### config.mk
export PLATFORM = sky130hd
export DESIGN_NAME = cast_div_cell
export DESIGN_NICKNAME = d
export VERILOG_FILES = /design/src/hdl/cycle_aligned_schedule_times_assert.svh /design/src/hdl/cast_pkg.sv /design/src/hdl/cast_div_cell.sv
export SDC_FILE = /design/constraint.sdc
export NUM_CORES = 1
export LEC_CHECK = 0
export BUFFER_PORTS_ARGS = -buffer_cell sky130_fd_sc_hd__buf_2
export CAP_MARGIN = 20
export CORE_AREA = 4 4 133 135
export DETAILED_ROUTE_END_ITERATION = 6
export DIE_AREA = 0 0 137 139
export HOLD_SLACK_MARGIN = 0.06
export PLACE_DENSITY = 0.62
export SLEW_MARGIN = 20
export SYNTH_ARGS = -nofsm -noshare
export SYNTH_HDL_FRONTEND = slang
export SYNTH_SLANG_ARGS = --single-unit
### constraint.sdc
create_clock -name clk -period 6.6 [get_ports clk]
set_clock_uncertainty 0.2 [all_clocks]
set_input_delay 1.32 -clock clk [delete_from_list [all_inputs] [get_ports clk]]
set_output_delay 1.32 -clock clk [all_outputs]
set_load 0.05 [all_outputs]
### src/hdl/cycle_aligned_schedule_times_assert.svh
// ---------------------------------------------------------------------------
// Assertion macros for the cycle-aligned schedule time block
// Shared property templates; each use stands on a line of its own.
// ---------------------------------------------------------------------------
`ifndef CYCLE_ALIGNED_SCHEDULE_TIMES_ASSERT_SVH
`define CYCLE_ALIGNED_SCHEDULE_TIMES_ASSERT_SVH

// a implies b in the same cycle
`define CAST_ASSERT_IMPL(label, clk, rst, a, b) \
  label: assert property (@(posedge clk) disable iff (rst) (a) |-> (b)) \
    else $error("implication check failed");

// a implies b at the delay set by argument n
`define CAST_ASSERT_DELAY(label, clk, rst, a, n, b) \
  label: assert property (@(posedge clk) disable iff (rst) (a) |-> ##n (b)) \
    else $error("latency check failed");

`endif

### src/hdl/cast_pkg.sv
// ---------------------------------------------------------------------------
// cast_pkg
// Types, constants and time normalization helpers for the schedule block.
// ---------------------------------------------------------------------------
package cast_pkg;

  localparam logic [29:0] NS_PER_S  = 30'd1000000000;
  localparam int          ELAPSED_W = 62;
  localparam int          SUB_BIAS  = 9;

  // register indexes on the configuration port
  localparam logic [2:0] REG_BASE_SEC  = 3'd0;
  localparam logic [2:0] REG_BASE_NS   = 3'd1;
  localparam logic [2:0] REG_INTERVAL  = 3'd2;
  localparam logic [2:0] REG_SEND_OFS  = 3'd3;
  localparam logic [2:0] REG_SEND_APP  = 3'd4;
  localparam logic [2:0] REG_JITTER    = 3'd5;
  localparam logic [2:0] REG_RECV_OFS  = 3'd6;
  localparam logic [2:0] REG_RECV_APP  = 3'd7;

  typedef struct packed {
    logic [31:0] sec;
    logic [29:0] ns;
  } stime_t;

  // request state as it moves through the remainder chain
  typedef struct packed {
    logic                 lt;
    stime_t               now;
    logic [ELAPSED_W-1:0] elapsed;
    logic [31:0]          rem;
  } cell_t;

  // fold a nanosecond total (< 11 s) into seconds, minus the given bias
  function automatic stime_t norm_time(logic [31:0] sec, logic [34:0] total,
                                       logic [3:0] bias);
    logic [3:0] q;
    stime_t     r;
    q = '0;
    for (int k = 1; k <= 10; k++) begin
      if (total >= 35'(k) * 35'(NS_PER_S)) q = q + 4'd1;
    end
    r.ns  = 30'(total - 35'(q) * 35'(NS_PER_S));
    r.sec = sec + 32'(q) - 32'(bias);
    return r;
  endfunction

  function automatic stime_t add_ns(stime_t t, logic [33:0] d);
    return norm_time(t.sec, 35'(t.ns) + 35'(d), 4'd0);
  endfunction

  // bias keeps the sum positive; d stays below 2^33
  function automatic stime_t sub_ns(stime_t t, logic [33:0] d);
    return norm_time(t.sec,
                     35'(t.ns) + 35'(SUB_BIAS) * 35'(NS_PER_S) - 35'(d),
                     4'(SUB_BIAS));
  endfunction

  // bring a nanoseconds field of up to 2^30-1 below one second
  function automatic stime_t norm_in(logic [31:0] sec, logic [29:0] ns);
    return norm_time(sec, 35'(ns), 4'd0);
  endfunction

endpackage

### src/hdl/cast_div_cell.sv
// ---------------------------------------------------------------------------
// cast_div_cell
// One remainder step: takes the top elapsed bit into the partial remainder.
// ---------------------------------------------------------------------------
module cast_div_cell (
  input  logic            clk,
  input  logic            rst,
  input  logic            in_valid,
  input  cast_pkg::cell_t in_data,
  input  logic [31:0]     step,
  output logic            out_valid,
  output cast_pkg::cell_t out_data
);
  import cast_pkg::*;

  logic [32:0] trial;
  logic [33:0] diff;
  cell_t       data_next;

  // restoring remainder step
  always_comb begin
    trial = {in_data.rem, in_data.elapsed[ELAPSED_W-1]};
    diff  = {1'b0, trial} - {2'b00, step};
    data_next         = in_data;
    data_next.elapsed = {in_data.elapsed[ELAPSED_W-2:0], 1'b0};
    data_next.rem     = diff[33] ? trial[31:0] : diff[31:0];
  end

  always_ff @(posedge clk) begin
    if (rst) begin
      out_valid <= 1'b0;
    end else begin
      out_valid <= in_valid;
    end
  end

  always_ff @(posedge clk) begin
    out_data <= data_next;
  end

endmodule

==> flow_summary.ini, run 1 <==
[detailed_routing]
drcViolationCount = 0
routed_wl_um = 20200
viasPerCell = 4.47
dr.pass1.iters = 4
vias = 5008
drtIter0Drc = 225
wl_per_cell_um = 18.0
postRouteAntennaNets = 0

[layout]
drive_above_1_share_pct = 43.3
n_fill_cell = 1622
area_delta_synth_final_pct = 46.4
fin_area_um2 = 7970
fin_nets = 1105

[power]
intPower_uw = 1770
p_seq_share_pct = 38.6
power.switching_uw = 955
leakage_uw = 0.00406
ir_worst_vdd_mv = 0.175
p_comb_share_pct = 24.8
powerDensity_nw_per_um2 = 342
swShare_pct = 35.1
pwr-share-clk_pct = 36.6

[global_route]
overflow = 0
track_usage_pct = 20.4
grt_pass1_vias = 4845
grt_pass1_wl_um = 29100
grt_max_degree = 59
antenna_found_initial = 11

[floorplan]
die_h_um = 139
dieArea_um2 = 19000
rows = 47
ios = 350
dieWidth_um = 137
initial_utilization_pct = 33.0
core_area_um2 = 16500

[outcome]
status = completed

[synth]
synth.most_common_cell = dfxtp_1
yosysWarnings = 0
synth_seq_area_share_pct = 57.8
synthCells = 531
ys_ff_latch = 157
synth-async-reset-ratio_pct = 0
ys_dominant_reg_cell = dfxtp_1
synth_top_area_cell = dfxtp_1
synth_edf_count = 0
ys_types = 51
syn_avg_cell_area_um2 = 10.2
synth_area_um2 = 5440
synth.net_count = 756
synthTopCellsByArea = dfxtp_1, ha_1, a21oi_1
synth.cells.most_frequent = dfxtp_1, a21oi_1, nor2_1
yosysTopAreaCellShare_pct = 57.8

[timing]
report.final.slew_viol_count = 0
fmax_ghz = 0.249
rsz0062_at_grt = no
post-route-period-util_pct = 61.0
min_period_ns = 4.02
hold_violations = 0
slew_headroom_pct = 29.2
worst_pin_slew_ns = 1.06
setup_tns_ns = 0
setup_viol = 0

[worst_setup_path]
start_kind = input pin
worstSetupEndpointType = register
path_cells = buf_2 > ha_1 > nand2_1 > or4_1 > a21oi_2 > nor3_2 > o31ai_2 > or2_2 > a21oi_1
cp_max_fo = 58
required_ns = 6.66
crit_family = simple AND/OR/NAND/NOR gates
path_buf_inv = 1
cp_num_cells = 9
slowest_stage = or2_2
crit_type = input pin to register
arrival_ns = 4.08
critical-path-max-stage-delay_ns = 0.83

[clock_tree]
postCtsResizedCells = 0
cts_setup_buffers = 0
cts_made_buffers = 17
tritoncts = yes
hold_buffers = 0
clock_path_buffers = 2
cts_sinks = 157
cts-htree-levels = 4
path_clk_slew_ns = 0.07
cts_root_buffer = clkbuf_16

[hold_path]
hold_depth = 1
hp-class = input pin to register

[placed_design]
placed_cell_area_um2 = 7350
hpwl_um = 16800
routabilityCongestion = 0.838
port_buffers = 348

[flow_run]
drv_cap = 0
[kinds of logic after synthesis]
kind of cell / after synthesis / share of synthesized area (%)
flops: 157 / 57.8
buf+inv: 56 / 4.69
simple gates: 122 / 10.5
xor+xnor: 27 / 4.35
other cells: 1 / 0.0689
fa+ha+maj: 33 / 7.73
compound gates: 135 / 14.9
[worst paths after layout]
path,end,slack [ns],from
worst max-delay path,out_data[0],2.58,in_data[9]
worst min-delay path,out_data[95],0.78,in_data[95]
[through the flow]
stage	total power [µW]	hold WS [ns]	utilization (%)	setup slack [ns]	instances
3_3_place_gp	1750	1.22	44.6	2.21	1081
4_1_cts	2750	0.767	48.3	2.57	1113
5_1_grt	2850	0.760	48.3	2.28	1116
6_report	2720	0.783	48.4	2.58	1120
3_5_place_dp	1750	1.22	44.6	2.13	1081
2_1_floorplan	1560	1.15	-	2.84	531
[layout by cell type (no fill, tap or decap), types with 6 or more instances in the layout]
| cell type | n |
|---|---|
| a21oi_1 | 62 |
| nor2_1 | 52 |
| xor2_1 | 13 |
| nand2_1 | 28 |
| inv_6 | 6 |
| dfxtp_1 | 157 |
| ha_1 | 32 |
| xnor2_1 | 14 |
| o21ai_0 | 26 |
| diode_2 | 7 |
| a21o_1 | 13 |
| nor2b_1 | 7 |
| buf_2 | 348 |
| inv_1 | 38 |
| clkbuf_16 | 17 |
| nand4_1 | 7 |
[state kept, by name, summed over array words and instances (netlist names)]
register	count
out_data	156
out_valid	1
[power by group through the flow]
stage | Sequential [µW] | Clock, µW | Combinational [µW]
floorplan | 1370 | 0 | 190
finish | 1050 | 996 | 677
CTS | 1050 | 1020 | 683
detailed placement | 1070 | 0 | 679
global route | 1060 | 1070 | 719
global placement | 1070 | 0 | 678
[metal layers]
layer  wire (µm)  track usage [%]  vias up  share of wire [%]
met4         337             6.14       12                1.7
li1            -                -     2513                  -
met2        9670             33.6      179                 48
met3        2080             9.65       35                 10
met1        8010             23.5     2269                 40
met5          65                0        -               0.32
[final cells by class]
class / count / area, µm² / area share, %
antenna: 7 / 17.5 / 0.220
timing repair buffer: 348 / 1740 / 21.9
sequential: 157 / 3140 / 39.4
inverter: 38 / 143 / 1.79
clock inverter: 14 / 166 / 2.09
tap: 220 / 275 / 3.45
clock buffer: 18 / 439 / 5.51
multi-input combinational: 318 / 2040 / 25.6
No activity file was read; power rests on OpenSTA's default activity.
==> inputs of run 2 (changes only) <==
--- a/config.mk
+++ b/config.mk
@@ -7,11 +7,11 @@
 export LEC_CHECK = 0
 export BUFFER_PORTS_ARGS = -buffer_cell sky130_fd_sc_hd__buf_2
 export CAP_MARGIN = 20
-export CORE_AREA = 4 4 133 135
+export CORE_AREA = 4 4 134 136
 export DETAILED_ROUTE_END_ITERATION = 6
-export DIE_AREA = 0 0 137 139
+export DIE_AREA = 0 0 138 140
 export HOLD_SLACK_MARGIN = 0.06
-export PLACE_DENSITY = 0.62
+export PLACE_DENSITY = 0.61
 export SLEW_MARGIN = 20
 export SYNTH_ARGS = -nofsm -noshare
 export SYNTH_HDL_FRONTEND = slang
==> constraint.sdc (replaced) <==
create_clock -name clk -period 3.95 [get_ports clk]
set_clock_uncertainty 0.2 [all_clocks]
set_input_delay 0.79 -clock clk [delete_from_list [all_inputs] [get_ports clk]]
set_output_delay 0.79 -clock clk [all_outputs]
set_load 0.05 [all_outputs]
==> flow_summary.ini, run 2 (same netlist as run 1, synthesis figures left out) <==
[floorplan]
initial_utilization_pct = 32.1
ios = 350
dieArea_um2 = 19300
die_h_um = 140
rows = 48
core_area_um2 = 16900
dieWidth_um = 138

[detailed_routing]
routed_wl_um = 19600
dr.pass1.iters = 5
postRouteAntennaNets = 0
viasPerCell = 4.45
vias = 4989
wl_per_cell_um = 17.4
drcViolationCount = 0
drtIter0Drc = 203

[outcome]
status = completed

[worst_setup_path]
cpMostUsedCell = a21oi_1
start_kind = input pin
slowest_stage = a2111oi_0
path_cells = buf_2 > inv_1 > ha_1 > fa_1 > nand2b_1 > a21oi_1 > o311ai_1 > a21oi_1 > o21bai_1 > a2111oi_0 > o31ai_1 > a31o_2
crit_type = input pin to register
critical-path-max-stage-delay_ns = 0.53
worstSetupEndpointType = register
cp_max_fo = 2
arrival_ns = 3.31
required_ns = 4.07

[global_route]
busiest_layer = met2
antenna_found_initial = 3
grt_pass1_vias = 4988
grt_pass1_wl_um = 29100
met1_usage_pct = 23.4
met2_usage_pct = 33.6
grt_max_degree = 36
grt_util_met3_pct = 7.24
overflow = 0
track_usage_pct = 19.5

[timing]
min_period_ns = 3.20
worst_pin_slew_ns = 0.529
slew_headroom_pct = 63.8
report.final.slew_viol_count = 0
post-route-period-util_pct = 81.0
fmax_ghz = 0.313
setup_tns_ns = 0
setup_viol = 0
hold_violations = 0
rsz0062_at_grt = no

[flow_run]
drv_cap = 0

[power]
leakage_uw = 0.00405
powerDensity_nw_per_um2 = 565
ir_worst_vdd_mv = 0.286

[layout]
final_common_cell = buf_2
largest_register_ffs = 156
fin_nets = 1108
drive_above_1_share_pct = 43.5
top_register = out_data
finish.utilization_pct = 47.0
area_delta_synth_final_pct = 46.2
final_cell_mix = buf_2, dfxtp_1, a21oi_1
top_regs = out_data x156, out_valid x1

[clock_tree]
hold_buffers = 0
postCtsResizedCells = 0
tritoncts = yes
cts_made_buffers = 17
cts_setup_buffers = 0
cts_root_buffer = clkbuf_16
clock_path_buffers = 2
cts-htree-levels = 4
cts_sinks = 157
path_clk_slew_ns = 0.07

[hold_path]
hp-class = input pin to register

[placed_design]
hpwl_um = 16300
port_buffers = 348
routabilityCongestion = 0.888
[run 2: cell count changes in the layout (fill, tap and decap cells not counted)]
cell / change
clkinv_8: -1
clkinvlp_4: +4
inv_8: -1
clkbuf_8: -1
buf_4: +3
inv_6: -1
clkinv_4: -1
diode_2: -6
[run 2: worst paths after layout]
kind / from / to / cells past startpoint
max: in_data[93] / out_data[26] / 12
min: in_data[123] / out_data[123] / 1
[run 2: cell type report]
type / count / area, µm²
diodes: 1 / 2.50
clock buffers: 17 / 425
clock inverters: 14 / 151
fillers: 1691 / 8980
inverters: 38 / 143
multi-input cells: 318 / 2040
flip-flops and latches: 157 / 3140
well taps: 225 / 282
repair buffers: 351 / 1760
[run 2: worst max-delay path: cells and delay by family]
| kind | cells | cell delay [ns] |
|---|---|---|
| buffers and inverters | 2 | 0.11 |
| AO/OA/AOI/OAI | 7 | 1.62 |
| adder cells (fa/ha/maj) | 2 | 0.61 |
| AND/OR/NAND/NOR | 1 | 0.18 |
[run 2: power breakdown]
| part | internal [µW] | total [µW] | switching, µW |
|---|---|---|---|
| logic | 315 | 1140 | 823 |
| registers | 1720 | 1750 | 30.6 |
| clock network | 888 | 1600 | 713 |
| total | 2920 | 4490 | 1570 |
[run 2: per-stage QoR]
stage | total power (µW) | area (µm²) | setup slack (ns) | hold WS (ns) | cells
floorplan | 2600 | 5440 | 0.716 | 0.618 | 531
global placement | 2930 | 7370 | 0.378 | 0.692 | 1089
detailed placement | 2930 | 7370 | 0.322 | 0.694 | 1089
CTS | 4550 | 7950 | 0.758 | 0.245 | 1120
global route | 4690 | 7950 | 0.495 | 0.242 | 1120
finish | 4490 | 7950 | 0.751 | 0.265 | 1121
[run 2: metal layers]
| layer | vias to the layer above | share of wire [%] |
|---|---|---|
| li1 | 2506 | - |
| met1 | 2253 | 41 |
| met2 | 201 | 49 |
| met3 | 25 | 7.9 |
| met4 | 4 | 1.5 |
| met5 | - | 0.17 |
